## src/design/ltad_pkg.sv

```systemverilog
// Package for the length-tagged Adler-32 deframer.
// Holds widths, command and status codes, the front-to-back command word and helpers.
// No dependencies.
package ltad_pkg;

	localparam int HEADER_BYTES   = 4;
	localparam int CHECKSUM_BYTES = 4;
	localparam int TAG_MAX_BYTES  = 4;
	localparam int TAG_WORD_BYTES = 4;
	localparam int ADLER_MOD      = 65521;

	localparam int LEN_W   = 27;
	localparam int TLEN_W  = 3;
	localparam int CFG_W   = 32;
	localparam int CIDX_W  = 2;
	localparam int SUM_W   = 16;
	localparam int QDEPTH  = 4;
	localparam int QPTR_W  = $clog2(QDEPTH);
	localparam int QCNT_W  = $clog2(QDEPTH + 1);

	localparam logic [CIDX_W-1:0] REG_MIN_LENGTH = 2'd0;
	localparam logic [CIDX_W-1:0] REG_MAX_LENGTH = 2'd1;
	localparam logic [CIDX_W-1:0] REG_TAG_LENGTH = 2'd2;
	localparam logic [CIDX_W-1:0] REG_TAG_WORD   = 2'd3;

	localparam logic [LEN_W-1:0]  MIN_LENGTH_RST = 27'd8;
	localparam logic [LEN_W-1:0]  MAX_LENGTH_RST = 27'd67108864;
	localparam logic [TLEN_W-1:0] TAG_LENGTH_RST = 3'd4;
	localparam logic [CFG_W-1:0]  TAG_WORD_RST   = 32'd0;

	localparam logic [1:0] ST_OK       = 2'd0;
	localparam logic [1:0] ST_BAD_LEN  = 2'd1;
	localparam logic [1:0] ST_BAD_SUM  = 2'd2;
	localparam logic [1:0] ST_BAD_TAG  = 2'd3;

	localparam logic KIND_PAYLOAD = 1'b0;
	localparam logic KIND_STATUS  = 1'b1;

	typedef enum logic [1:0] {
		OP_TAG,
		OP_DATA,
		OP_CHECK,
		OP_LENERR
	} op_t;

	typedef struct packed {
		op_t        op;
		logic       last;
		logic [7:0] data;
		logic [7:0] expect_byte;
	} cmd_t;

	function automatic logic [7:0] tag_byte(input logic [CFG_W-1:0] word,
		input logic [LEN_W-1:0] idx);
		logic [7:0] b;
		b = 8'd0;
		if (idx < LEN_W'(TAG_WORD_BYTES))
			b = word[CFG_W - 1 - 8 * int'(idx[1:0]) -: 8];
		return b;
	endfunction

	function automatic logic [TLEN_W-1:0] eff_tag_len(input logic [TLEN_W-1:0] tlen);
		return (tlen > TLEN_W'(TAG_MAX_BYTES)) ? TLEN_W'(TAG_MAX_BYTES) : tlen;
	endfunction

endpackage

```

## src/design/ltad_if.sv

```systemverilog
// Handshake channels of the deframer: incoming stream words and outgoing result words.
// Depends on ltad_pkg for nothing but is compiled after it.
interface ltad_byte_if;
	logic       valid;
	logic       ready;
	logic [7:0] stream_byte;

	modport source (output valid, output stream_byte, input ready);
	modport sink   (input valid, input stream_byte, output ready);
endinterface

interface ltad_result_if;
	logic       valid;
	logic       ready;
	logic       item_kind;
	logic [7:0] payload_byte;
	logic [1:0] frame_status;

	modport source (output valid, output item_kind, output payload_byte,
		output frame_status, input ready);
	modport sink   (input valid, input item_kind, input payload_byte,
		input frame_status, output ready);
endinterface

```

## src/design/ltad_front.sv

```systemverilog
// Front end: configuration registers, header parse, length check and word classification.
// Depends on ltad_pkg and ltad_if; feeds commands to ltad_queue.
module ltad_front (
	input  logic                   clk,
	input  logic                   arst_n,
	ltad_byte_if.sink              frames,
	input  logic                   cfg_we,
	input  logic [1:0]             cfg_index,
	input  logic [31:0]            cfg_data,
	input  logic                   q_ready,
	output logic                   push,
	output ltad_pkg::cmd_t         cmd
);
	import ltad_pkg::*;

	localparam logic [1:0] PH_HEADER = 2'd0;
	localparam logic [1:0] PH_BODY   = 2'd1;
	localparam logic [1:0] PH_HALT   = 2'd2;

	logic [LEN_W-1:0]  min_q, max_q;
	logic [TLEN_W-1:0] tlen_q;
	logic [CFG_W-1:0]  tword_q;

	logic [1:0]        phase_q;
	logic [23:0]       hdr_q;
	logic [LEN_W-1:0]  len_q;
	logic [LEN_W-1:0]  idx_q;

	logic              accept;
	logic [31:0]       full_len;
	logic [TLEN_W-1:0] eff;
	logic [3:0]        need;
	logic              bad_len;
	logic [LEN_W-1:0]  data_end;
	logic              body_last;

	assign frames.ready = q_ready;
	assign accept = frames.valid && q_ready;

	assign eff      = eff_tag_len(tlen_q);
	assign need     = {1'b0, eff} + 4'(CHECKSUM_BYTES);
	assign full_len = {hdr_q, frames.stream_byte};
	assign bad_len  = (full_len > {5'd0, max_q}) || (full_len < {5'd0, min_q}) ||
		(full_len < {28'd0, need});
	assign data_end  = len_q - LEN_W'(CHECKSUM_BYTES);
	assign body_last = (idx_q + LEN_W'(1)) == len_q;

	always_comb begin
		push            = 1'b0;
		cmd.op          = OP_DATA;
		cmd.last        = 1'b0;
		cmd.data        = frames.stream_byte;
		cmd.expect_byte = tag_byte(tword_q, idx_q);
		unique case (phase_q)
			PH_HEADER: begin
				if (idx_q[1:0] == 2'(HEADER_BYTES - 1) && bad_len) begin
					push   = accept;
					cmd.op = OP_LENERR;
				end
			end
			PH_BODY: begin
				push = accept;
				if (idx_q < data_end) begin
					if (idx_q < LEN_W'(eff))
						cmd.op = OP_TAG;
					else
						cmd.op = OP_DATA;
				end else begin
					cmd.op   = OP_CHECK;
					cmd.last = body_last;
				end
			end
			default: ;
		endcase
	end

	always_ff @(posedge clk or negedge arst_n) begin
		if (!arst_n) begin
			min_q   <= MIN_LENGTH_RST;
			max_q   <= MAX_LENGTH_RST;
			tlen_q  <= TAG_LENGTH_RST;
			tword_q <= TAG_WORD_RST;
		end else if (cfg_we) begin
			unique case (cfg_index)
				REG_MIN_LENGTH: min_q   <= cfg_data[LEN_W-1:0];
				REG_MAX_LENGTH: max_q   <= cfg_data[LEN_W-1:0];
				REG_TAG_LENGTH: tlen_q  <= cfg_data[TLEN_W-1:0];
				REG_TAG_WORD:   tword_q <= cfg_data;
				default: ;
			endcase
		end
	end

	always_ff @(posedge clk or negedge arst_n) begin
		if (!arst_n) begin
			phase_q <= PH_HEADER;
			idx_q   <= '0;
			len_q   <= '0;
			hdr_q   <= '0;
		end else if (accept) begin
			unique case (phase_q)
				PH_HEADER: begin
					if (idx_q[1:0] == 2'(HEADER_BYTES - 1)) begin
						idx_q <= '0;
						hdr_q <= '0;
						len_q <= full_len[LEN_W-1:0];
						phase_q <= bad_len ? PH_HALT : PH_BODY;
					end else begin
						hdr_q <= {hdr_q[15:0], frames.stream_byte};
						idx_q <= idx_q + LEN_W'(1);
					end
				end
				PH_BODY: begin
					if (idx_q >= data_end && body_last) begin
						idx_q   <= '0;
						phase_q <= PH_HEADER;
					end else begin
						idx_q <= idx_q + LEN_W'(1);
					end
				end
				default: ;
			endcase
		end
	end

endmodule

```

## src/design/ltad_queue.sv

```systemverilog
// Four-entry command queue between front end and back end.
// Depends on ltad_pkg.
module ltad_queue (
	input  logic           clk,
	input  logic           arst_n,
	input  logic           push,
	input  ltad_pkg::cmd_t push_cmd,
	output logic           ready,
	input  logic           pop,
	output logic           valid,
	output ltad_pkg::cmd_t head
);
	import ltad_pkg::*;

	cmd_t              slot_q [QDEPTH];
	logic [QPTR_W-1:0] wr_q, rd_q;
	logic [QCNT_W-1:0] cnt_q;
	logic              do_pop;

	assign ready  = cnt_q != QCNT_W'(QDEPTH);
	assign valid  = cnt_q != '0;
	assign head   = slot_q[rd_q];
	assign do_pop = pop && valid;

	always_ff @(posedge clk) begin
		if (push)
			slot_q[wr_q] <= push_cmd;
	end

	always_ff @(posedge clk or negedge arst_n) begin
		if (!arst_n) begin
			wr_q  <= '0;
			rd_q  <= '0;
			cnt_q <= '0;
		end else begin
			if (push)
				wr_q <= wr_q + QPTR_W'(1);
			if (do_pop)
				rd_q <= rd_q + QPTR_W'(1);
			if (push && !do_pop)
				cnt_q <= cnt_q + QCNT_W'(1);
			else if (!push && do_pop)
				cnt_q <= cnt_q - QCNT_W'(1);
		end
	end

endmodule

```

## src/design/ltad_back.sv

```systemverilog
// Back end: Adler-32 update, tag and checksum check, sticky halt and output register.
// Depends on ltad_pkg and ltad_if; drains ltad_queue.
module ltad_back (
	input  logic           clk,
	input  logic           arst_n,
	input  logic           q_valid,
	input  ltad_pkg::cmd_t q_cmd,
	output logic           pop,
	ltad_result_if.source  results
);
	import ltad_pkg::*;

	logic [SUM_W-1:0] low_q, high_q;
	logic [23:0]      rc_q;
	logic             tag_ok_q;
	logic             halt_q;

	logic             out_valid_q;
	logic             kind_q;
	logic [7:0]       pbyte_q;
	logic [1:0]       status_q;

	logic [SUM_W:0]   low_sum, high_sum;
	logic [SUM_W-1:0] low_n, high_n;
	logic             sum_bad;
	logic             emit;
	logic             emit_kind;
	logic [7:0]       emit_byte;
	logic [1:0]       emit_status;

	assign pop = q_valid && (!out_valid_q || results.ready);

	assign low_sum  = {1'b0, low_q} + {9'd0, q_cmd.data};
	assign low_n    = (low_sum >= (SUM_W+1)'(ADLER_MOD)) ?
		SUM_W'(low_sum - (SUM_W+1)'(ADLER_MOD)) : low_sum[SUM_W-1:0];
	assign high_sum = {1'b0, high_q} + {1'b0, low_n};
	assign high_n   = (high_sum >= (SUM_W+1)'(ADLER_MOD)) ?
		SUM_W'(high_sum - (SUM_W+1)'(ADLER_MOD)) : high_sum[SUM_W-1:0];
	assign sum_bad  = {high_q, low_q} != {rc_q, q_cmd.data};

	always_comb begin
		emit        = 1'b0;
		emit_kind   = KIND_STATUS;
		emit_byte   = 8'd0;
		emit_status = ST_OK;
		if (!halt_q) begin
			unique case (q_cmd.op)
				OP_DATA: begin
					emit      = 1'b1;
					emit_kind = KIND_PAYLOAD;
					emit_byte = q_cmd.data;
				end
				OP_CHECK: begin
					emit = q_cmd.last;
					if (sum_bad)
						emit_status = ST_BAD_SUM;
					else if (!tag_ok_q)
						emit_status = ST_BAD_TAG;
				end
				OP_LENERR: begin
					emit        = 1'b1;
					emit_status = ST_BAD_LEN;
				end
				default: ;
			endcase
		end
	end

	always_ff @(posedge clk or negedge arst_n) begin
		if (!arst_n) begin
			low_q       <= SUM_W'(1);
			high_q      <= '0;
			rc_q        <= '0;
			tag_ok_q    <= 1'b1;
			halt_q      <= 1'b0;
			out_valid_q <= 1'b0;
		end else begin
			if (pop && !halt_q) begin
				unique case (q_cmd.op)
					OP_TAG: begin
						low_q  <= low_n;
						high_q <= high_n;
						if (q_cmd.data != q_cmd.expect_byte)
							tag_ok_q <= 1'b0;
					end
					OP_DATA: begin
						low_q  <= low_n;
						high_q <= high_n;
					end
					OP_CHECK: begin
						if (q_cmd.last) begin
							low_q    <= SUM_W'(1);
							high_q   <= '0;
							rc_q     <= '0;
							tag_ok_q <= 1'b1;
							if (sum_bad || !tag_ok_q)
								halt_q <= 1'b1;
						end else begin
							rc_q <= {rc_q[15:0], q_cmd.data};
						end
					end
					OP_LENERR: halt_q <= 1'b1;
					default: ;
				endcase
			end
			if (pop && emit)
				out_valid_q <= 1'b1;
			else if (results.ready)
				out_valid_q <= 1'b0;
		end
	end

	always_ff @(posedge clk) begin
		if (pop && emit) begin
			kind_q   <= emit_kind;
			pbyte_q  <= emit_byte;
			status_q <= emit_status;
		end
	end

	assign results.valid        = out_valid_q;
	assign results.item_kind    = kind_q;
	assign results.payload_byte = pbyte_q;
	assign results.frame_status = status_q;

endmodule

```

## src/design/length_tag_adler32_deframer.sv

```systemverilog
// Top level of the length-tagged Adler-32 deframer.
// Depends on ltad_pkg, ltad_if, ltad_front, ltad_queue and ltad_back.
//
// frames carries the received stream one word (byte) per handshake. results carries
// forwarded payload words (item_kind 0) and one frame status per frame (item_kind 1):
// ok, bad length, checksum mismatch or tag mismatch.
// Registers are written through cfg_we/cfg_index/cfg_data. The user must write them only
// while no frame is in flight; the block itself does not enforce it. Throughput: one
// stream word per cycle while the command queue has room, set by the Adler-32 update in
// the back end. An accepted payload word passes the queue slot and the result register.
// A four-word command queue sits between parser and checker. The back end stops taking
// words while a result waits unaccepted in the result register, so a stalled receiver
// only backs up frames.ready once the queue is full.
// Reset clears the parser to the header state, empties the queue, drops any pending
// result and returns registers to their defaults. After any error status the block
// keeps taking words and discards them until the next reset.
module length_tag_adler32_deframer (
	input  logic        clk,
	input  logic        arst_n,
	ltad_byte_if.sink   frames,
	ltad_result_if.source results,
	input  logic        cfg_we,
	input  logic [1:0]  cfg_index,
	input  logic [31:0] cfg_data
);
	import ltad_pkg::*;

	logic q_ready, q_valid, push, pop;
	cmd_t push_cmd, head;

	ltad_front u_front (
		.clk      (clk),
		.arst_n   (arst_n),
		.frames   (frames),
		.cfg_we   (cfg_we),
		.cfg_index(cfg_index),
		.cfg_data (cfg_data),
		.q_ready  (q_ready),
		.push     (push),
		.cmd      (push_cmd)
	);

	ltad_queue u_queue (
		.clk     (clk),
		.arst_n  (arst_n),
		.push    (push),
		.push_cmd(push_cmd),
		.ready   (q_ready),
		.pop     (pop),
		.valid   (q_valid),
		.head    (head)
	);

	ltad_back u_back (
		.clk     (clk),
		.arst_n  (arst_n),
		.q_valid (q_valid),
		.q_cmd   (head),
		.pop     (pop),
		.results (results)
	);

endmodule
```

## src/flat_wrapper.sv

```systemverilog
// flat-port wrapper written by rule: the top's interface ports become plain ports
module length_tag_adler32_deframer_flat import ltad_pkg::*;
  (clk, arst_n, cfg_we, cfg_index, cfg_data, frames_valid, frames_stream_byte, frames_ready, results_valid, results_item_kind, results_payload_byte, results_frame_status, results_ready);
  ltad_byte_if frames_i ();
  ltad_result_if results_i ();
  input  logic clk;
  input  logic arst_n;
  input  logic cfg_we;
  input  logic [1:0] cfg_index;
  input  logic [31:0] cfg_data;
  input wire logic [$bits(frames_i.valid)-1:0] frames_valid;
  input wire logic [$bits(frames_i.stream_byte)-1:0] frames_stream_byte;
  output wire logic [$bits(frames_i.ready)-1:0] frames_ready;
  output wire logic [$bits(results_i.valid)-1:0] results_valid;
  output wire logic [$bits(results_i.item_kind)-1:0] results_item_kind;
  output wire logic [$bits(results_i.payload_byte)-1:0] results_payload_byte;
  output wire logic [$bits(results_i.frame_status)-1:0] results_frame_status;
  input wire logic [$bits(results_i.ready)-1:0] results_ready;
  assign frames_i.valid = frames_valid;
  assign frames_i.stream_byte = frames_stream_byte;
  assign frames_ready = frames_i.ready;
  assign results_valid = results_i.valid;
  assign results_item_kind = results_i.item_kind;
  assign results_payload_byte = results_i.payload_byte;
  assign results_frame_status = results_i.frame_status;
  assign results_i.ready = results_ready;
  length_tag_adler32_deframer u_core (.clk(clk), .arst_n(arst_n), .frames(frames_i), .results(results_i), .cfg_we(cfg_we), .cfg_index(cfg_index), .cfg_data(cfg_data));
endmodule
```

## config.mk

```make
export PLATFORM = sky130hd
export DESIGN_NAME = length_tag_adler32_deframer_flat
export DESIGN_NICKNAME = d
export VERILOG_FILES = /design/src/design/ltad_pkg.sv /design/src/design/ltad_if.sv /design/src/design/ltad_front.sv /design/src/design/ltad_queue.sv /design/src/design/ltad_back.sv /design/src/design/length_tag_adler32_deframer.sv /design/src/flat_wrapper.sv
export SDC_FILE = /design/constraint.sdc
export NUM_CORES = 1
export LEC_CHECK = 0
export BUFFER_PORTS_ARGS = -buffer_cell sky130_fd_sc_hd__buf_2
export CORE_MARGIN = 4
export CORE_UTILIZATION = 59
export DETAILED_ROUTE_END_ITERATION = 12
export HOLD_SLACK_MARGIN = 0.05
export PLACE_DENSITY = 0.74
export SETUP_SLACK_MARGIN = 0.2
export SLEW_MARGIN = 0
export SYNTH_ARGS = -nofsm -noshare
export SYNTH_HDL_FRONTEND = slang
export SYNTH_SLANG_ARGS = --single-unit
```

## constraint.sdc

```tcl
create_clock -name clk -period 8.81 [get_ports clk]
set_input_delay 0.881 -clock clk [delete_from_list [all_inputs] [get_ports clk]]
set_output_delay 0.881 -clock clk [all_outputs]
set_load 0.005 [all_outputs]
```

======== After elaboration in Yosys (flattened, before gate mapping) ========
Memory sizes are Yosys's and may differ from the RTL's.
Index checks and enable logic that the tools add are counted.
W data, S select, Z words.
storage, ports and cells
  memory bits (writable) .................. 76
  memories kept ........................... 1
  logic and storage cells ................. 148
  register bits ........................... 246
  input bits .............................. 47
cells by class
  multiplexer cells ....................... 43
  reductions and logical operators ........ 43
  equality and inequality tests ........... 17
  magnitude comparators ................... 10
  bitwise logic cells ..................... 1
  shift operators ......................... 1
  add/subtract/negate cells ............... 12
memories
  name                   words  bits a word  read ports  clocked after Yosys merged registers in  wr ports  RTL line          source
  u_core.u_queue.slot_q  4      19           1           0                                        1         ltad_queue.sv:15  cmd_t slot_q [QDEPTH];
operators with widths
  kind                      number
  $mux W16                  4
  $pmux W16 S2              2
  $mux W27                  2
  $pmux W27 S2              1
  $mux W24                  2
  $shiftx A39 B6 Y8         1
  $ge A17 B16 Y1 const B    2
  $gt A32 B27 Y1            1
  $lt A32 B27 Y1            1
  $lt A32 B4 Y1             1
  $ne A32 B32 Y1            1
  $sub A16 B16 Y16 const B  2
  $add A27 B1 Y27 const B   1
  $eq A27 B27 Y1            1
  $ge A27 B27 Y1            1
  $lt A27 B27 Y1            1
  $lt A27 B3 Y1             1
  $lt A27 B3 Y1 const B     1
  $sub A27 B3 Y27 const B   1
  $add A16 B16 Y17          1
  $add A16 B8 Y17           1
  $mux W1                   14
  $mux W2                   7
  $reduce_and A2 Y1         7
  26 further kinds          70

======== Logic depth before layout (Yosys ltp) ========
Gate-level depths: netlist (run 1).
  depth after elaboration ................. 12
  mapped depth ............................ 28
  depth with buffers taken out ............ 22

======== Modules after synthesis ========
Synthesis (run 1) repeated with hierarchy kept, for this count alone.
unflattened totals
  cells, all modules ...................... 1,966
  area, all modules ....................... 19,580.0 um2
modules (own cells, without submodules)
  module      area each (um2)  cells each  instances
  ltad_front  10,674.0         1,162       1
  ltad_back   5,761.8          670         1
  ltad_queue  3,144.3          134         1

======== Worst setup path before layout (run 1) ========
No wires, ideal clock.
  path type ............................... register to register
  from .................................... register u_core.u_queue.rd_q[0]
  to ...................................... register u_core.u_back.high_q[10]
  cell stages (with the launch flop) ...... 26
  required time ........................... 8.688 ns
  arrival ................................. 7.420 ns
  setup slack ............................. 1.269 ns
  buffers on the path ..................... 4
  cells stage by stage .................... dfrtp_1 -> clkbuf_1 -> buf_1 -> mux4_2 -> ha_1 -> fa_1 -> nand3_1 -> a211oi_1 -> or4_1 -> a211o_1 -> nor4b_1 -> nand3_1 -> nor2b_1 -> clkbuf_1 -> mux2i_1 -> xnor2_1 -> ha_1 -> buf_2 -> nand3_1 -> nor4_1 -> o21ai_0 -> o311ai_1 -> nor4b_1 -> a41oi_1 -> or4_1 -> a32o_1
RTL lines
  item                    RTL line          source
  from (decl)             ltad_queue.sv:16  logic [QPTR_W-1:0] wr_q, rd_q;
  from (signal assigned)  ltad_queue.sv:39  rd_q <= rd_q + QPTR_W'(1);
  to (signal assigned)    ltad_back.sv:82   high_q <= high_n;
  to (signal assigned)    ltad_back.sv:88   high_q <= high_n;
  to (decl)               ltad_back.sv:13   logic [SUM_W-1:0] low_q, high_q;

==> impl_metrics.csv, run 1 <==
group,metric,value,unit
clock_tree,clockBufferDepth,3,
timing,rsz0062_at_grt,"no",
route,routed_via_density,6.355,
finish,stdcell_count,2416,
worst_setup_path,criticalPathCategory,"reg -> reg",
global_route,grtUsageTotal,28.29,%
die,dieHeight,189.2,µm
worst_setup_path,critPathArrivalTime,8.46,ns
power_and_ir_drop,p_per_area,243.4,nW/µm²
route,drt_iter0_drc,1447,
status,status,"complete, no violations",
global_route,use_met2,47.01,%
route,ant_nets,0,
global_route,grt_max_degree,114,
global_route,busiest_layer,"met2",
worst_setup_path,max_stage_delay,0.63,ns
global_route,grt_pass1_wl,81430,µm
timing,max_slew_margin,29.96,%
clock_tree,clock_latency,0.54,ns
worst_setup_path,cpMaxStageDelayCell,"dfrtp_2",
finish,drive_gt1_share,14.18,%
power_and_ir_drop,p_leak,0.009162,µW
worst_setup_path,crit_path_start_kind,"flip-flop",
timing,clock_skew,0.01505,ns
synthesis,yosysSeqAreaShare,43.90,%
placement,place_area,19980,µm²
finish,postLayoutCellArea,21150,µm²
global_route,antenna_found_initial,0,
finish,antenna_cells,0,
die,die_area,35780,µm²
timing,fin_setup_tns,0,ns
timing,finalCriticalPeriod,7.991,ns
clock_tree,cts_made_buffers,36,
die,std_cell_rows,66,
timing,worst_pin_slew,1.051,ns
clock_tree,clk_pin_slew_worst_paths,0.06,ns
global_route,grt_use_met1,39.44,%
synthesis,synthArstFlopShare,72.98,%
clock_tree,cts.sinks,322,
finish,syn2layout_area_growth,9.215,%
timing,max_freq,0.1251,GHz
clock_tree,cts_tree,"yes",
route,post-route-drc-count,0,
synthesis,synth-main-ff-cell,"dfrtp_1",
global_route,met3_usage,3.927,%
worst_setup_path,end_kind,"flip-flop",
synthesis,synth_edf_count,87,
global_route,first_global_vias,14750,
min_path,hp-class,"in -> async",
worst_setup_path,crit_required,9.27,ns
die,start_util,59.66,%
timing,hold_viol,0,
placement,place.detailed.hpwl,36240,µm
synthesis,avgSynthCellArea,10.03,µm²
synthesis,synth_cells,1931,
timing,setup-violations-final,0,
route,routed_wl,50970,µm
worst_setup_path,timing.rr.end,"u_core.u_back.high_q[8]$_DFFE_PN0P_",
flow_run,cap_viol_max_count,0,
worst_setup_path,reg2reg_depth,23,
timing,finalCritPeriodShare,90.70,%
timing,slew_violations,0,
finish,nets,2121,
worst_setup_path,rrSetupSlack,0.82,ns
placement,routabilityCongestion,0.9146,
worst_setup_path,r2r-start,"u_core.u_queue.rd_q[0]$_DFFE_PN0P_",
synthesis,synth_cell_types,83,
route,via_count,15350,
placement,dp_cells,2352,
die,ios,60,
placement,numPortBuffers,59,
synthesis,ys_ff_latch,322,
power_and_ir_drop,totalPowerFinal,5147,µW
power_and_ir_drop,ir_drop,0.1704,mV
die,core,32450,µm²
route,wl_per_cell,21.10,µm
route,first_pass_iters,5,
synthesis,yosys_warnings,0,
synthesis,synth_area,19360,µm²
clock_tree,root_buffer,"clkbuf_16",
worst_setup_path,critPathMaxFanout,23,
clock_tree,htree_levels,2,
global_route,gr-total-overflow,0,
die,die_w,189.2,µm
synthesis,synth_nets,2104,
worst_setup_path,crit_chain,"buf_4 -> mux4_2 -> ha_1 -> o21ai_0 -> a211oi_1 -> o211ai_1 -> a211o_1 -> nor4b_1 -> a31oi_1 -> xnor2_1 -> ha_1 -> inv_1 -> fa_1 -> nand3b_1 -> a31oi_1 -> mux2i_1 -> nand4_1 -> or3_1 -> nor4b_1 -> a41oi_1 -> buf_4 -> or4_1 -> nand4_1",
finish,fillerInstances,2543,
-- routing by layer --
layer | routed length, µm | vias up | share of wire, %
met3 | 3078 | 86 | 6.0
met1 | 22010 | 7585 | 43
met2 | 24610 | 600 | 48
li1 | - | 7083 | -
met5 | 0 | - | 0
met4 | 1277 | 0 | 2.5
-- where the power goes --
part | total (µW) | internal, µW | switching (µW)
clock | 1500 | 878 | 620
sequential | 1990 | 1770 | 220
combinational | 1660 | 662 | 999
-- kinds of logic after synthesis --
kind of cell,after synthesis,synth area share (%)
adder cells (fa/ha/maj),126,8.259
flip-flops,322,43.90
buffers and inverters,198,4.006
AO/OA/AOI/OAI,344,11.33
multiplexers,122,8.569
AND/OR/NAND/NOR,697,18.42
XOR/XNOR,122,5.519
-- synth_stat cells, types with 32 or more instances --
cell | instances | share of area, %
inv_1 | 97 | 1.9
nand3_1 | 70 | 1.8
dfrtp_1 | 230 | 30
xor2_1 | 51 | 2.3
clkbuf_1 | 74 | 1.4
xnor2_1 | 71 | 3.2
nor4_1 | 59 | 1.9
a21oi_1 | 59 | 1.5
nand2_1 | 248 | 4.8
nand4_1 | 47 | 1.5
nor2_1 | 80 | 1.6
nor3_1 | 32 | 0.83
o21ai_0 | 116 | 3.0
edfxtp_1 | 87 | 13
ha_1 | 123 | 7.9
mux2_2 | 90 | 5.2
-- cell usage in the layout, fill, tap and decap left out, drive strengths merged, types with 59 or more instances in the layout --
cell / Yosys / routed
dfrtp: 230 / 230
ha: 123 / 123
buf: 25 / 79
nor2: 80 / 80
a21oi: 59 / 59
edfxtp: 87 / 87
nor4: 62 / 62
o21ai: 117 / 117
nand2: 248 / 248
mux2: 90 / 90
nand3: 71 / 71
xnor2: 71 / 71
inv: 97 / 102
-- registers in the layout (all words and copies together) (netlist names), 24 cells and up --
| register | count |
|---|---|
| u_core.u_queue.slot_q | 76 |
| u_core.u_front.tword_q | 32 |
| u_core.u_front.idx_q | 27 |
| u_core.u_front.len_q | 27 |
| u_core.u_front.max_q | 27 |
| u_core.u_front.min_q | 27 |
| u_core.u_back.rc_q | 24 |
| u_core.u_front.hdr_q | 24 |
-- through the flow --
stage	hold slack, ns	setup slack [ns]	util [%]
after global routing	0.4563	0.3010	65.16
final	0.3655	0.8190	65.16
after floorplan	0.4301	1.269	-
after CTS	0.4602	0.6320	65.16
after global placement	0.4425	0.9007	61.57
after detailed placement	0.4491	0.7002	61.57
-- cell type report --
| cell class | instances | area, µm² | area share, % |
|---|---|---|---|
| Multi-Input combinational cell | 1411 | 10100 | 47.78 |
| Sequential cell | 322 | 8501 | 40.20 |
| Clock buffer | 50 | 1025 | 4.846 |
| Tap cell | 442 | 553.0 | 2.615 |
| Timing Repair Buffer | 79 | 455.4 | 2.154 |
| Inverter | 98 | 367.9 | 1.740 |
| Clock inverter | 14 | 140.1 | 0.6627 |
-- worst max-delay path: cells and delay by family (launching register included) --
| family | cells | cell delay [ns] |
|---|---|---|
| AOI/OAI and AO/OA | 7 | 1.98 |
| xor gates and xnor gates | 1 | 0.31 |
| adders and majority gates | 3 | 1.05 |
| buffers and inverters | 3 | 0.67 |
| DFF | 1 | 0.63 |
| muxes | 2 | 0.85 |
| and+or+nand+nor | 7 | 2.41 |
-- worst max-delay path by stage --
stage	start	to	slack, ns	cells after the start
2_1_floorplan	u_core.u_queue.rd_q[0]$_DFFE_PN0P_	u_core.u_back.high_q[10]$_DFFE_PN0P_	1.27	25
3_3_place_gp	u_core.u_queue.rd_q[0]$_DFFE_PN0P_	u_core.u_back.high_q[8]$_DFFE_PN0P_	0.90	21
3_5_place_dp	u_core.u_queue.rd_q[0]$_DFFE_PN0P_	u_core.u_back.high_q[8]$_DFFE_PN0P_	0.70	23
4_1_cts	u_core.u_queue.rd_q[0]$_DFFE_PN0P_	u_core.u_back.high_q[8]$_DFFE_PN0P_	0.63	23
5_1_grt	u_core.u_queue.rd_q[0]$_DFFE_PN0P_	u_core.u_back.high_q[8]$_DFFE_PN0P_	0.30	21
6_report	u_core.u_queue.rd_q[0]$_DFFE_PN0P_	u_core.u_back.high_q[8]$_DFFE_PN0P_	0.82	23
-- repair_timing --
action,in CTS,in global routing
resized for setup,0,1
setup endpoints to repair,0,8
hold buffers,0,0
buffers inserted,0,0
Note: power is estimated with default switching activity, not from simulation.
==> run 2: changes to the inputs <==
--- a/config.mk
+++ b/config.mk
@@ -10,7 +10,7 @@
 export CORE_UTILIZATION = 59
 export DETAILED_ROUTE_END_ITERATION = 12
 export HOLD_SLACK_MARGIN = 0.05
-export PLACE_DENSITY = 0.74
+export PLACE_DENSITY = 0.76
 export SETUP_SLACK_MARGIN = 0.2
 export SLEW_MARGIN = 0
 export SYNTH_ARGS = -nofsm -noshare
==> impl_metrics.csv, run 2 (synthesized netlist as in run 1, its figures left out) <==
group,metric,value,unit
status,status,"complete, no violations",
clock_tree,clock_latency,0.53,ns
timing,max_slew_margin,29.72,%
clock_tree,root_buffer,"clkbuf_16",
placement,routabilityCongestion,0.9139,
timing,setup-violations-final,0,
worst_setup_path,max_stage_delay,0.64,ns
timing,worst_pin_slew,1.054,ns
clock_tree,htree_levels,2,
die,std_cell_rows,66,
clock_tree,cts_tree,"yes",
power_and_ir_drop,totalPowerFinal,5223,µW
worst_setup_path,crit_chain,"buf_4 -> mux4_2 -> ha_1 -> o21ai_0 -> o21bai_1 -> or4b_2 -> a21o_1 -> a21oi_1 -> a31oi_1 -> xnor2_1 -> ha_1 -> inv_1 -> fa_1 -> nand3b_1 -> a31oi_1 -> mux2i_1 -> nand4_1 -> or3_1 -> nor4b_1 -> a41oi_1 -> buf_4 -> or4_1 -> nand4_1",
worst_setup_path,end_kind,"flip-flop",
finish,syn2layout_area_growth,9.848,%
timing,hold_viol,0,
clock_tree,cts_setup_buffers,0,
route,ant_nets,0,
clock_tree,clk_pin_slew_worst_paths,0.06,ns
die,die_w,189.2,µm
global_route,first_global_vias,15350,
clock_tree,cts.sinks,322,
route,wl_per_cell,20.92,µm
timing,slew_violations,0,
finish,largest_reg_flops,76,
finish,fillerInstances,2498,
finish,largest-register,"u_core.u_queue.slot_q",
global_route,grt_max_degree,86,
flow_run,cap_viol_max_count,0,
route,routed_wl,50630,µm
finish,reg_top3,"u_core.u_queue.slot_q: 76 flops, u_core.u_front.tword_q: 32 flops",
timing,max_freq,0.1269,GHz
route,drt_iter0_drc,1439,
route,post-route-drc-count,0,
finish,antenna_cells,0,
worst_setup_path,cpMaxStageDelayCell,"or4b_2",
power_and_ir_drop,swShare,34.85,%
die,die_area,35780,µm²
global_route,grtUsageTotal,28.49,%
finish,drive_gt1_share,14.66,%
worst_setup_path,criticalPathCategory,"reg -> reg",
placement,numPortBuffers,59,
power_and_ir_drop,ir_drop,0.2092,mV
die,start_util,59.66,%
min_path,hp-class,"in -> async",
finish,layout.cells.most_common_list,"248 x nand2_1, 229 x dfrtp_1, 123 x ha_1",
timing,finalCriticalPeriod,7.880,ns
power_and_ir_drop,pwr-share-clk,30.7,%
route,first_pass_iters,5,
die,ios,60,
global_route,gr-total-overflow,0,
power_and_ir_drop,p_sw,1821,µW
power_and_ir_drop,p_leak,0.009216,µW
timing,clock_skew,0.01690,ns
finish,layout_commonest_cell,"nand2_1",
global_route,antenna_found_initial,0,
clock_tree,clockBufferDepth,3,
route,routed_via_density,6.363,
power_and_ir_drop,seq_power_share,38.1,%
finish,nets,2123,
placement,place.detailed.hpwl,36030,µm
timing,finalCritPeriodShare,89.44,%
clock_tree,cts_made_buffers,36,
die,core,32450,µm²
worst_setup_path,critPathMaxFanout,23,
timing,rsz0062_at_grt,"no",
power_and_ir_drop,pwr-share-comb,31.2,%
timing,fin_setup_tns,0,ns
route,via_count,15400,
worst_setup_path,crit_required,9.28,ns
die,dieHeight,189.2,µm
global_route,grt_pass1_wl,82560,µm
power_and_ir_drop,p_per_area,245.6,nW/µm²
worst_setup_path,critPathArrivalTime,8.35,ns
clock_tree,cts_hold_buffers,0,
power_and_ir_drop,p_int,3403,µW
clock_tree,cts-resized-gates,0,
worst_setup_path,crit_path_start_kind,"flip-flop",
-- run 2: cell types whose count changed in the layout (fill, tap and decap cells not counted), moves of 2 or more --
cell        previous run  this run
bufinv_16              2         5
buf_4                 20        22
clkinv_1               3         1
clkinvlp_4             0         3
clkbuf_1               8         4
-- run 2: routing by layer --
layer | share of wire [%] | up-vias | GRT usage, %
met5 | 0 | - | 0
met4 | 3.2 | 0 | 9.109
met3 | 6.0 | 126 | 3.779
met2 | 49 | 543 | 48.27
met1 | 42 | 7638 | 38.41
li1 | - | 7092 | -
-- run 2: power groups by stage --
stage          logic (µW)  clock network, µW  registers, µW
2_1_floorplan        1260                  0           1870
3_3_place_gp         1560                  0           2000
3_5_place_dp         1600                  0           2010
4_1_cts              1620               1630           1990
5_1_grt              1800               1690           2010
6_report             1630               1600           1990
-- run 2: per-stage QoR --
step / hold slack, ns / worst slack, ns / instances / area [µm²] / utilization, %
2_1_floorplan: 0.4301 / 1.269 / 1931 / 19360 / -
3_3_place_gp: 0.4440 / 0.8936 / 2354 / 19990 / 61.60
3_5_place_dp: 0.4671 / 0.6536 / 2354 / 19990 / 61.60
4_1_cts: 0.3313 / 0.5949 / 2420 / 21260 / 65.51
5_1_grt: 0.3629 / 0.4159 / 2420 / 21270 / 65.54
6_report: 0.3052 / 0.9304 / 2420 / 21270 / 65.54
-- run 2: area by class of cell --
class | count | area (µm²) | area share, %
Clock buffer | 47 | 1023 | 4.812
Clock inverter | 19 | 247.7 | 1.165
Inverter | 98 | 367.9 | 1.730
Multi-Input combinational cell | 1411 | 10110 | 47.51
Sequential cell | 322 | 8501 | 39.97
Tap cell | 442 | 553.0 | 2.600
Timing Repair Buffer | 81 | 470.5 | 2.212
-- run 2: worst max-delay path: cells and delay by family (launching register included) --
kind / cells / cell delay [ns]
buf+inv: 3 / 0.67
flops: 1 / 0.57
fa+ha+maj: 3 / 1.06
xor+xnor: 1 / 0.29
mux: 2 / 0.84
simple gates: 7 / 2.55
compound gates: 7 / 1.82
-- run 2: worst paths after layout --
check                                                     startpoint                              endpoint  slack, ns  cells past startpoint
worst min register to register  u_core.u_front.hdr_q[22]$_DFFE_PN0P_  u_core.u_front.hdr_q[22]$_DFFE_PN0P_       0.48                      2
max in group asynchronous                                     arst_n  u_core.u_front.max_q[17]$_DFFE_PN0P_       6.96                      2
worst max-delay path              u_core.u_queue.rd_q[0]$_DFFE_PN0P_   u_core.u_back.high_q[8]$_DFFE_PN0P_       0.93                     23
worst max register to register    u_core.u_queue.rd_q[0]$_DFFE_PN0P_   u_core.u_back.high_q[8]$_DFFE_PN0P_       0.93                     23
min in group clk                u_core.u_front.hdr_q[22]$_DFFE_PN0P_  u_core.u_front.hdr_q[22]$_DFFE_PN0P_       0.48                      2
worst min-delay path                                          arst_n   u_core.u_queue.cnt_q[1]$_DFFE_PN0P_       0.31                      1
==> run 3: changes to the inputs <==
--- a/config.mk
+++ b/config.mk
@@ -5,6 +5,7 @@
 export SDC_FILE = /design/constraint.sdc
 export NUM_CORES = 1
 export LEC_CHECK = 0
+export ABC_AREA = 1
 export BUFFER_PORTS_ARGS = -buffer_cell sky130_fd_sc_hd__buf_2
 export CORE_MARGIN = 4
 export CORE_UTILIZATION = 59
==> impl_metrics.csv, run 3 <==
group,metric,value,unit
worst_setup_path,rrSetupSlack,2.33,ns
clock_tree,clock_latency,0.54,ns
clock_tree,cts_made_buffers,35,
synthesis,synth_area,20240,µm²
timing,worst_pin_slew,1.052,ns
global_route,gr-total-overflow,0,
global_route,grtUsageTotal,29.90,%
route,routed_wl,57010,µm
route,first_pass_iters,6,
die,dieHeight,193.2,µm
synthesis,yosys_warnings,0,
route,wl_per_cell,17.97,µm
clock_tree,cts_tree,"yes",
synthesis,synth_cells,2659,
die,die_area,37330,µm²
clock_tree,clk_pin_slew_worst_paths,0.06,ns
synthesis,synth-main-ff-cell,"dfrtp_1",
die,std_cell_rows,67,
clock_tree,cts.sinks,322,
clock_tree,cts_hold_buffers,0,
die,ios,60,
finish,fillerInstances,2939,
synthesis,avgSynthCellArea,7.612,µm²
die,start_util,60.06,%
worst_setup_path,endpoint,"u_core.u_back.high_q[10]$_DFFE_PN0P_",
timing,slew_violations,0,
worst_setup_path,reg2reg_depth,33,
finish,postLayoutCellArea,22010,µm²
finish,reg_top3,"u_core.u_queue.slot_q: 76 flops, u_core.u_front.tword_q: 32 flops",
finish,layout_commonest_cell,"nand2_1",
timing,hold_slack,0.4148,ns
global_route,antenna_found_initial,1,
clock_tree,cts_setup_buffers,0,
finish,layout.cells.most_common_list,"732 x nand2_1, 360 x inv_1, 230 x dfrtp_1",
timing,hold_viol,0,
timing,max_slew_margin,29.89,%
clock_tree,root_buffer,"clkbuf_16",
finish,multi_input_area,10060,µm²
placement,place.detailed.hpwl,42130,µm
flow_run,cap_viol_max_count,0,
finish,drive_gt1_share,8.260,%
synthesis,synth_cell_types,62,
worst_setup_path,r2r-start,"u_core.u_queue.rd_q[1]$_DFFE_PN0P_",
synthesis,synth_top_area_share,28.44,%
finish,nets,2874,
timing,fin_setup_tns,0,ns
route,ant_nets,0,
clock_tree,clockBufferDepth,3,
timing,clock_skew,0.02024,ns
finish,largest_reg_flops,76,
synthesis,yosysSeqAreaShare,41.99,%
timing,rsz0062_at_grt,"no",
synthesis,synth_common_cells,"732 x nand2_1, 360 x inv_1, 230 x dfrtp_1",
route,routed_via_density,5.708,
placement,place_area,20920,µm²
global_route,grt_pass1_wl,91480,µm
clock_tree,cts-resized-gates,0,
worst_setup_path,crit_start,"u_core.u_queue.rd_q[1]$_DFFE_PN0P_",
worst_setup_path,cpMaxStageDelayCell,"dfrtp_1",
synthesis,ys_ff_latch,322,
synthesis,synthArstFlopShare,72.98,%
die,core,33700,µm²
worst_setup_path,timing.rr.end,"u_core.u_back.high_q[10]$_DFFE_PN0P_",
placement,routabilityCongestion,0.9843,
synthesis,synth_edf_count,87,
worst_setup_path,critPathArrivalTime,6.89,ns
timing,finalCriticalPeriod,6.485,ns
timing,finalCritPeriodShare,73.61,%
worst_setup_path,crit_path_start_kind,"flip-flop",
synthesis,synth_nets,2832,
worst_setup_path,end_kind,"flip-flop",
power_and_ir_drop,p_leak,0.01103,µW
global_route,grt_max_degree,110,
synthesis,synth.most_common_cell,"nand2_1",
worst_setup_path,crit_required,9.22,ns
timing,max_freq,0.1542,GHz
synthesis,synth_top_cell_by_area,"dfrtp_1",
synthesis,synth.area.top_cells,"dfrtp_1 28%, nand2_1 14%, edfxtp_1 13%",
global_route,first_global_vias,17380,
worst_setup_path,critPathMaxFanout,26,
timing,setup-violations-final,0,
worst_setup_path,criticalPathCategory,"reg -> reg",
finish,largest-register,"u_core.u_queue.slot_q",
min_path,hp-class,"in -> async",
clock_tree,htree_levels,2,
power_and_ir_drop,p_per_area,224.5,nW/µm²
finish,syn2layout_area_growth,8.735,%
status,status,"complete, no violations",
route,drt_iter0_drc,1611,
power_and_ir_drop,ir_drop,0.2139,mV
placement,numPortBuffers,59,
worst_setup_path,max_stage_delay,0.58,ns
route,via_count,18110,
finish,register_area,8499,µm²
die,die_w,193.2,µm
route,post-route-drc-count,0,
-- run 3: cell count changes in the layout (fill, tap and decap cells not counted), sizes merged, moves of 27 or more --
cell and change:
a21oi +27, inv +268, mux2 -84, nand2 +513, nand3 +161, nor2 +163
nor4 -49, o21ai +101, xnor2 -52
-- run 3: how the worst min path moves through the flow --
stage	from	to	slack, ns	cells past startpoint
2_1_floorplan	u_core.u_front.tword_q[0]$_DFFE_PN0P_	u_core.u_front.tword_q[0]$_DFFE_PN0P_	0.45	2
3_3_place_gp	u_core.u_front.tword_q[2]$_DFFE_PN0P_	u_core.u_front.tword_q[2]$_DFFE_PN0P_	0.46	2
3_5_place_dp	u_core.u_front.tword_q[16]$_DFFE_PN0P_	u_core.u_front.tword_q[16]$_DFFE_PN0P_	0.47	2
4_1_cts	arst_n	u_core.u_back.low_q[6]$_DFFE_PN0P_	0.47	1
5_1_grt	arst_n	u_core.u_front.min_q[5]$_DFFE_PN0P_	0.50	1
6_report	arst_n	u_core.u_front.max_q[5]$_DFFE_PN0P_	0.41	1
-- run 3: cells by family after synthesis --
family          after synthesis  share of synthesized area, %
simple gates               1347                         28.98
buf+inv                     438                         8.450
compound gates              360                         9.637
flops                       322                         41.99
fa+ha+maj                   126                         7.900
xor+xnor                     60                         2.708
mux                           6                        0.3338
-- run 3: final cells by class --
cell class                 count  share of cell area, %
tap                          448                  2.547
clock inverter                10                 0.3468
antenna                        1                0.01137
sequential                   322                  38.62
inverter                     370                  6.316
multi-input combinational   1899                  45.69
timing repair buffer          73                  1.865
clock buffer                  50                  4.605
-- run 3: critical path, delay by kind of cell, from the launching register on --
family	cells	cell delay, ns
flops	1	0.58
buf+inv	4	0.72
xor+xnor	2	0.53
fa+ha+maj	4	1.30
simple gates	23	3.20
-- run 3: through the flow --
step / util (%) / power (µW) / setup slack (ns) / cells
2_1_floorplan: - / 3067 / 3.592 / 2659
3_3_place_gp: 62.07 / 3473 / 2.602 / 3112
3_5_place_dp: 62.07 / 3510 / 2.391 / 3112
4_1_cts: 65.30 / 4930 / 2.381 / 3172
5_1_grt: 65.31 / 5254 / 1.726 / 3173
6_report: 65.31 / 4940 / 2.325 / 3173
-- run 3: power by group --
| part | internal [µW] | switching (µW) | leakage, µW | total, µW |
|---|---|---|---|---|
| sequential | 1610 | 59.3 | 0.00357 | 1670 |
| combinational | 580 | 1270 | 0.00692 | 1850 |
| clock | 805 | 620 | 0.000535 | 1420 |
| total | 3000 | 1950 | 0.0110 | 4940 |
-- run 3: metal layers --
metal  vias to the layer above  track usage, %  part of all wire, %
li1                       8761               -                    -
met1                      8595           40.53                   43
met2                       628           49.40                   47
met3                       128           4.557                  6.2
met4                         0           10.57                  3.7
met5                         -               0                    0
